--- src/sv/bbc_pkg.sv ---
// ----------------------------------------------------------------------------
// bbc_pkg
// shared types and constants for the bracket balance checker
// ----------------------------------------------------------------------------
package bbc_pkg;

    localparam int STACK_DEPTH = 64;
    localparam int DEPTH_W     = $clog2(STACK_DEPTH + 1);
    localparam int ADDR_W      = $clog2(STACK_DEPTH);

    localparam logic [7:0] CHAR_OPEN_ROUND   = 8'h28;
    localparam logic [7:0] CHAR_CLOSE_ROUND  = 8'h29;
    localparam logic [7:0] CHAR_OPEN_SQUARE  = 8'h5b;
    localparam logic [7:0] CHAR_CLOSE_SQUARE = 8'h5d;
    localparam logic [7:0] CHAR_OPEN_CURLY   = 8'h7b;
    localparam logic [7:0] CHAR_CLOSE_CURLY  = 8'h7d;

    typedef enum logic [1:0] {
        KIND_ROUND  = 2'd0,
        KIND_SQUARE = 2'd1,
        KIND_CURLY  = 2'd2
    } t_kind;

    typedef enum logic [2:0] {
        ERR_OK       = 3'd0,
        ERR_EMPTY    = 3'd1,
        ERR_MISMATCH = 3'd2,
        ERR_UNCLOSED = 3'd3,
        ERR_OVERFLOW = 3'd4
    } t_err;

    typedef struct packed {
        logic  is_open;
        logic  is_close;
        t_kind kind;
        logic  last;
    } t_op;

endpackage

--- src/sv/bbc_ram.sv ---
// ----------------------------------------------------------------------------
// bbc_ram
// generic single write port, single read port ram with registered read
// ----------------------------------------------------------------------------
module bbc_ram #(
    parameter int WIDTH = 2,
    parameter int DEPTH = 64
) (
    input  logic                     i_clk,
    input  logic                     i_we,
    input  logic [$clog2(DEPTH)-1:0] i_waddr,
    input  logic [WIDTH-1:0]         i_wdata,
    input  logic [$clog2(DEPTH)-1:0] i_raddr,
    output logic [WIDTH-1:0]         o_rdata
);

    logic [WIDTH-1:0] r_mem [DEPTH];
    logic [WIDTH-1:0] r_rdata;

    always_ff @(posedge i_clk) begin
        if (i_we) begin
            r_mem[i_waddr] <= i_wdata;
        end
        r_rdata <= r_mem[i_raddr];
    end

    assign o_rdata = r_rdata;

endmodule

--- src/sv/bbc_back.sv ---
// ----------------------------------------------------------------------------
// bbc_back
// bracket stack with top register and prefetched second entry, verdict output
// ----------------------------------------------------------------------------
module bbc_back (
    input  logic         i_clk,
    input  logic         i_rst_n,
    input  logic         i_op_valid,
    input  bbc_pkg::t_op i_op,
    output logic         o_pop,
    output logic         o_out_valid,
    input  logic         i_out_stall,
    output logic         o_balanced,
    output logic [2:0]   o_error_code
);

    logic [bbc_pkg::DEPTH_W-1:0] r_depth;
    logic [bbc_pkg::DEPTH_W-1:0] n_depth;
    logic [bbc_pkg::DEPTH_W-1:0] w_rd_idx;
    bbc_pkg::t_kind              r_top;
    bbc_pkg::t_kind              n_top;
    bbc_pkg::t_err               r_err;
    bbc_pkg::t_err               n_err;
    bbc_pkg::t_err               w_code;
    logic                        r_out_valid;
    logic                        n_out_valid;
    logic                        r_balanced;
    bbc_pkg::t_err               r_code;
    logic                        w_can_out;
    logic                        w_take;
    logic                        w_we;
    logic [bbc_pkg::ADDR_W-1:0]  w_waddr;
    logic [bbc_pkg::ADDR_W-1:0]  w_raddr;
    logic [1:0]                  w_second;

    assign w_can_out = !r_out_valid || !i_out_stall;
    assign w_take    = i_op_valid && (!i_op.last || w_can_out);
    assign o_pop     = w_take;

    always_comb begin
        n_depth = r_depth;
        n_top   = r_top;
        n_err   = r_err;
        w_we    = 1'b0;
        w_waddr = r_depth[bbc_pkg::ADDR_W-1:0];
        w_code  = bbc_pkg::ERR_OK;
        if (w_take && r_err == bbc_pkg::ERR_OK) begin
            if (i_op.is_open) begin
                if (r_depth == bbc_pkg::DEPTH_W'(bbc_pkg::STACK_DEPTH)) begin
                    n_err = bbc_pkg::ERR_OVERFLOW;
                end else begin
                    w_we    = 1'b1;
                    n_top   = i_op.kind;
                    n_depth = r_depth + bbc_pkg::DEPTH_W'(1);
                end
            end else if (i_op.is_close) begin
                if (r_depth == '0) begin
                    n_err = bbc_pkg::ERR_EMPTY;
                end else if (r_top != i_op.kind) begin
                    n_err = bbc_pkg::ERR_MISMATCH;
                end else begin
                    n_depth = r_depth - bbc_pkg::DEPTH_W'(1);
                    n_top   = bbc_pkg::t_kind'(w_second);
                end
            end
        end
        if (w_take && i_op.last) begin
            if (n_err != bbc_pkg::ERR_OK) begin
                w_code = n_err;
            end else if (n_depth != '0) begin
                w_code = bbc_pkg::ERR_UNCLOSED;
            end
            n_depth = '0;
            n_err   = bbc_pkg::ERR_OK;
        end
    end

    // prefetch the entry just below the next top
    assign w_rd_idx = n_depth - bbc_pkg::DEPTH_W'(2);
    assign w_raddr  = w_rd_idx[bbc_pkg::ADDR_W-1:0];

    bbc_ram #(
        .WIDTH (2),
        .DEPTH (bbc_pkg::STACK_DEPTH)
    ) u_stack (
        .i_clk   (i_clk),
        .i_we    (w_we),
        .i_waddr (w_waddr),
        .i_wdata (i_op.kind),
        .i_raddr (w_raddr),
        .o_rdata (w_second)
    );

    always_comb begin
        n_out_valid = r_out_valid && i_out_stall;
        if (w_take && i_op.last) begin
            n_out_valid = 1'b1;
        end
    end

    always_ff @(posedge i_clk) begin
        if (!i_rst_n) begin
            r_depth     <= '0;
            r_err       <= bbc_pkg::ERR_OK;
            r_out_valid <= 1'b0;
        end else begin
            r_depth     <= n_depth;
            r_err       <= n_err;
            r_out_valid <= n_out_valid;
        end
    end

    always_ff @(posedge i_clk) begin
        r_top <= n_top;
        if (w_take && i_op.last) begin
            r_code     <= w_code;
            r_balanced <= w_code == bbc_pkg::ERR_OK;
        end
    end

    assign o_out_valid  = r_out_valid;
    assign o_balanced   = r_balanced;
    assign o_error_code = r_code;

endmodule

--- config.mk ---
export PLATFORM = sky130hd
export DESIGN_NAME = bbc_back
export DESIGN_NICKNAME = d
export VERILOG_FILES = /design/src/sv/bbc_pkg.sv /design/src/sv/bbc_ram.sv /design/src/sv/bbc_back.sv
export SDC_FILE = /design/constraint.sdc
export NUM_CORES = 1
export LEC_CHECK = 0
export BUFFER_PORTS_ARGS = -buffer_cell sky130_fd_sc_hd__buf_4
export CAP_MARGIN = 20
export CORE_ASPECT_RATIO = 1.25
export CORE_MARGIN = 2
export CORE_UTILIZATION = 25
export DETAILED_ROUTE_END_ITERATION = 8
export PLACE_DENSITY = 0.39
export SETUP_SLACK_MARGIN = 0.15
export SYNTH_ARGS = -nofsm -noshare
export SYNTH_HDL_FRONTEND = slang
export SYNTH_SLANG_ARGS = --single-unit
--- constraint.sdc ---
create_clock -name i_clk -period 9.05 [get_ports i_clk]
set_input_delay 2.715 -clock i_clk [delete_from_list [all_inputs] [get_ports i_clk]]
set_output_delay 2.715 -clock i_clk [all_outputs]
set_load 0.01 [all_outputs]
# == Word-level counts from Yosys, hierarchy flattened ==
# Memory sizes are Yosys's and may differ from the RTL's. A register that Yosys moved wholly into a read port is not among the register bits.
# Cells that the tools add are included.
# word_totals
regBits,17
ram_bits,128
out_inout_bits,6
word_cells,60
memories,1
# memory_table
name,words,word_bits,rd,rd_ports_with_merged_regs,wr,line_no,text
u_stack.r_mem,64,2,1,1,1,bbc_ram.sv:17,logic [WIDTH-1:0] r_mem [DEPTH];
# op_classes
n_addsub,3
n_eq_ne,5
muxes,27
n_bitwise,1
reduce_logical,17
# op_table
operator,n
2-to-1 mux 7 bit,7
2-to-1 mux 3 bit,8
2-to-1 mux 2 bit,6
adder 7 x 1 -> 7 bit (second input constant),1
equality test 7 bit (second input constant),1
logical NOT 7 bit,1
nonzero test 7 bit,1
subtractor 7 x 1 -> 7 bit (second input constant),1
logical NOT 3 bit,2
2-to-1 mux 1 bit,6
inequality test 2 bit (second input constant),3
subtractor 6 x 2 -> 6 bit (second input constant),1
AND reduction 5 bit,1
logical AND 1 bit,4
logical NOT 1 bit,3
nonzero test 3 bit,1
logical OR 1 bit,2
inequality test 2 bit,1
nonzero test 2 bit,1
OR reduction 2 bit,1
NOT 1 bit,1

# == Logic depth before layout (Yosys ltp) ==
# depth
word_depth,11
depth_mapped,18
mapped_depth_nobuf,14

# == Cells and area by module ==
# Synthesis repeated with hierarchy kept, for this count alone.
# unflattened
cells_unflattened,482
area_unflattened_um2,6712.7
# by_module_without_submodules
module,n_inst,cells_per_inst,area_each_um2
bbc_ram,1,324,5397.7
bbc_back,1,158,1315.0

# == Least setup slack after synthesis ==
# OpenSTA, ideal clock, no wires.
# synth_path
path_kind,input-to-reg
from,in i_op_valid
to,"reg u_stack.r_rdata[0], in the netlist u_stack.o_rdata[0], read port of u_stack.r_mem"
arrival_ns,6.161
t_required_ns,8.920
path_slack_ns,2.759
cell_stages,13
path_cell_list,nor4b_1 > nand2_1 > or4_1 > a31oi_2 > inv_2 > clkbuf_1 > ha_1 > xor2_2 > buf_6 > mux4_1 > a32oi_1 > a21bo_1 > nand4_1
# synth_via
elab_chain_len,5
# synth_rtl
item,line_no,text
start: declaration,bbc_back.sv:8,"input logic i_op_valid,"
logical AND 1 bit *,bbc_back.sv:37,assign w_take = i_op_valid && (!i_op.last || w_can_out);
logical AND 1 bit,bbc_back.sv:47,if (w_take && r_err == bbc_pkg::ERR_OK) begin
2-to-1 mux 7 bit,bbc_back.sv:47,
2-to-1 mux 7 bit *,bbc_back.sv:67,if (w_take && i_op.last) begin
subtractor 6 x 2 -> 6 bit *,bbc_back.sv:79,assign w_rd_idx = n_depth - bbc_pkg::DEPTH_W'(2);
end: declaration,bbc_ram.sv:18,logic [WIDTH-1:0] r_rdata;
# Mark *: on every way between the ends. The rest lies on a longest branch, timed or not.
# A chain may end at the register's enable or synchronous reset.

# == Worst setup path after layout ==
# layout_path
from,in i_op[2] (netlist bit)
to,"reg u_stack.r_rdata[1], in the netlist u_stack.o_rdata[1], read port of u_stack.r_mem"
# layout_via
elab_chain_len,8
# layout_rtl
item,line_no,text
start: declaration,bbc_back.sv:9,"input bbc_pkg::t_op i_op,"
inequality test 2 bit,bbc_back.sv:59,end else if (r_top != i_op.kind) begin
2-to-1 mux 7 bit,bbc_back.sv:59,
2-to-1 mux 7 bit,bbc_back.sv:57,if (r_depth == '0) begin
2-to-1 mux 7 bit,bbc_back.sv:56,end else if (i_op.is_close) begin
2-to-1 mux 7 bit,bbc_back.sv:48,if (i_op.is_open) begin
2-to-1 mux 7 bit,bbc_back.sv:47,
2-to-1 mux 7 bit,bbc_back.sv:67,
subtractor 6 x 2 -> 6 bit,bbc_back.sv:79,
# No other way between the ends.

==> key figures <==
Run status
  – Status: finished, final reports clean

CTS
  – CTS Buffer Depth: 2
  – CTS tree: yes
  – Worst-Skew Late Latency: 0.43 ns
  – # hold bufs at CTS: 0
  – H-tree levels: 4
  – Clock-pin transition on the worst setup and hold timing paths: 0.06 ns
  – TritonCTS Buffers: 17
  – Clk root buf: clkbuf_16
  – Sink Count: 147
  – Postcts setup bufs: 0
  – Post_cts resized: 0

STA
  – RSZ-0062 raised after global routing: false
  – Final period utilization: 76.2%
  – Final Hold Slack: 0.547 ns
  – Setup ws final: 2.16 ns
  – Tightest Pin Transition: 0.881 ns
  – Final hold vios: 0
  – Slew Limit Fails: 0
  – Setup TNS: 0 ns
  – Max Clk Rate: 145 MHz
  – Setup Skew: 0.00891 ns
  – Count of final setup violators: 0
  – Tmin final: 6.89 ns
  – Max-slew headroom: 40.8%

Route
  – DRT Wirelength: 19600 um
  – Post-route ant nets: 0
  – Via count: 4504
  – DRC errors left: 0
  – Wire length per cell: 21.2 um
  – DRT Pass-1 Iters: 4
  – Avg Vias per Cell: 4.86
  – DR iter-0 viols: 284

Critical path
  – Reg2Reg Depth: 15
  – RR Startpoint: r_depth[0]$_SDFF_PN0_
  – Crit end category: flop
  – Slowest library cell on the worst path: mux4_1
  – Crit-path max FO: 66
  – Crit path from: i_op[2]
  – Cell mode on critical path: buf_4
  – Required time of the critical path: 9.35 ns
  – Critical setup path kind: input pin to flop
  – Startpoint types: input pin
  – Data arrival time of the critical path: 7.19 ns
  – CP cell instances: buf_4 -> xnor2_1 -> nand3_1 -> or4_1 -> a31oi_2 -> buf_4 -> inv_2 -> ha_1 -> xor2_2 -> buf_4 -> mux4_1 -> o2111a_1 -> o21ai_0 -> nand4_1
  – Largest stage delay on the critical path: 0.60 ns

Job
  – Max cap viols: 0

Placed design
  – GP Congestion: 0.862
  – Port bufs: 14
  – Area post-placement: 7520 um2
  – DP Wirelength: 13200 um
  – Post-Place Worst Slack: 1.72 ns
  – Post-Place Cells: 896

Synthesis
  – Synth Instances: 548
  – Post-synth ARST share: 0%
  – Dominant synthesized flop cell: edfxtp_1
  – Avg Inst Size Synth: 12.8 um2
  – Sequential-to-total area share from yosys stat: 60.9%
  – Adder-Cell Fraction of Synth Area: 0.534%
  – Synthesis warning total: 0
  – Synth Area in XOR/XNOR: 1.10%
  – Main combinational cell family by area after synthesis: simple AND/OR/NAND/NOR gates
  – Synthesized area: 7030 um2
  – Multiplexer area fraction after synthesis: 11.8%
  – Syn Nets: 560
  – Flops & latches, synth: 147
  – Synth Area in Simple Gates: 14.4%
  – Synth Area in Compound Gates: 8.48%
  – Post-synth EDFFs: 134
  – Cell variety after synth: 73

Hold path
  – Worst hold start: o_out_valid$_SDFF_PN0_
  – Worst Hold Class: flop to flop
  – Hold Crit Depth: 2

Final layout
  – # nets final: 577
  – Final std cells w/o fill: 927
  – P&R area growth vs syn: 14.0%
  – Final instance area: 8020 um2
  – Share of layout cells above drive strength 1: 12.3%
  – N_diodes: 0

Floorplanning
  – Starting Density: 25.4%
  – Chip width: 154 um
  – I/O pin cnt: 15
  – Die H: 192 um
  – Die Area: 29500 um2
  – Site row count: 68
  – Core outline area: 27700 um2

GRT
  – First-pass GRT wire length: 29900 um
  – GRT overflow: 0
  – Initial antenna violation count: 0
  – Vias in the first global route: 4874
  – Gr usage total: 13.9%
  – Largest net degree at the start of global routing: 67

Pwr
  – Worst vdd ir: 0.112 mV
  – Lkg Pwr: 2.68 nW
  – Pwr dens: 191 nW/um2
-- metal layers --
| metal | vias to the layer above | GRT usage [%] | share of wire (%) | wire (um) |
|---|---|---|---|---|
| li1 | 2120 | - | - | - |
| met1 | 2294 | 15.9 | 43 | 8420 |
| met2 | 64 | 25.2 | 52 | 10100 |
| met3 | 26 | 3.15 | 2.8 | 554 |
| met4 | 0 | 5.50 | 2.7 | 526 |
| met5 | - | 0 | 0 | 0 |
-- worst paths after layout --
path | endpoint | slack [ns]
worst max register to register | u_stack.o_rdata[1]$_DFF_P_ | 3.97
worst min register to register | o_out_valid$_SDFF_PN0_ | 0.55
worst max-delay path | u_stack.o_rdata[1]$_DFF_P_ | 2.16
worst min-delay path | o_out_valid$_SDFF_PN0_ | 0.55
-- logic make-up (layout without fill, tap and decap cells) --
logic type                 Yosys count  in the layout
AOI/OAI and AO/OA                   75             75
buffers and inverters               40             69
DFF                                147            147
xor gates and xnor gates             8              8
and+or+nand+nor                    213            213
adders and majority gates            3              3
muxes                               62             62
-- metrics by stage --
| stage | util (%) | power [mW] |
|---|---|---|
| floorplan | - | 0.877 |
| global placement | 27.2 | 0.935 |
| detailed placement | 27.2 | 0.935 |
| CTS | 29.0 | 1.55 |
| global route | 29.0 | 1.59 |
| finish | 29.0 | 1.53 |
-- critical path: cells and delay by family --
| kind | cells | cell delay, ns |
|---|---|---|
| multiplexers | 1 | 0.60 |
| AO/OA/AOI/OAI | 3 | 0.68 |
| XOR/XNOR | 2 | 0.48 |
| AND/OR/NAND/NOR | 3 | 0.87 |
| buffers and inverters | 4 | 1.34 |
| adder cells (fa/ha/maj) | 1 | 0.43 |
-- cells in the mapped netlist, drive strengths merged (6+ instances only) --
| cell | count | share of area [%] |
|---|---|---|
| inv | 15 | 0.80 |
| dfxtp | 13 | 3.7 |
| xnor2 | 7 | 0.87 |
| clkbuf | 13 | 0.69 |
| and2 | 12 | 1.1 |
| a31oi | 8 | 0.80 |
| buf | 11 | 1.2 |
| nand4 | 6 | 0.53 |
| mux4 | 12 | 4.4 |
| edfxtp | 134 | 57 |
| o211ai | 11 | 1.2 |
| o21ai | 7 | 0.50 |
| nand3 | 18 | 1.4 |
| nand2 | 46 | 2.5 |
| nor2 | 90 | 4.8 |
| a21oi | 10 | 0.71 |
| nand2b | 6 | 0.53 |
| mux2i | 45 | 6.6 |
-- report_power, final --
part / leakage (nW) / internal [mW] / switching (mW)
Combinational: 1.13 / 0.0629 / 0.102
Sequential: 1.31 / 0.748 / 0.00532
Clock: 0.238 / 0.342 / 0.269
Total: 2.68 / 1.15 / 0.377
-- state kept, by name, indices dropped and copies added (netlist names) --
name,count
r_depth,7
r_err,3
o_error_code,3
u_stack.r_mem,128
r_top,2
o_out_valid,1
o_balanced,1
u_stack.o_rdata,2
-- layout by cell type (no fill, tap or decap), types with 4 or more instances in the layout --
cell | netlist | layout
a21oi_1 | 10 | 10
a31oi_1 | 7 | 7
and2_1 | 12 | 12
buf_4 | 2 | 22
clkbuf_16 | 0 | 17
clkinv_1 | 1 | 7
dfxtp_1 | 13 | 13
edfxtp_1 | 134 | 134
inv_1 | 14 | 14
mux2_2 | 4 | 4
mux2i_1 | 44 | 44
mux4_1 | 10 | 10
nand2_1 | 46 | 46
nand2b_1 | 6 | 6
nand3_1 | 17 | 17
nand3b_1 | 4 | 4
nand4_1 | 6 | 6
nor2_1 | 89 | 89
nor2b_1 | 5 | 5
nor3_1 | 4 | 4
o211ai_1 | 10 | 10
o21ai_0 | 7 | 7
o31ai_1 | 4 | 4
xnor2_1 | 7 | 5
-- area by class of cell --
type	count	area [um2]
Fill cell	2794	19600
Sequential cell	147	4280
Multi-Input combinational cell	361	2570
Tap cell	350	438
Clock buffer	19	433
Timing Repair Buffer	22	165
Clock inverter	12	68.8
Inverter	16	60.1
No activity file was read; power rests on OpenSTA's default activity.
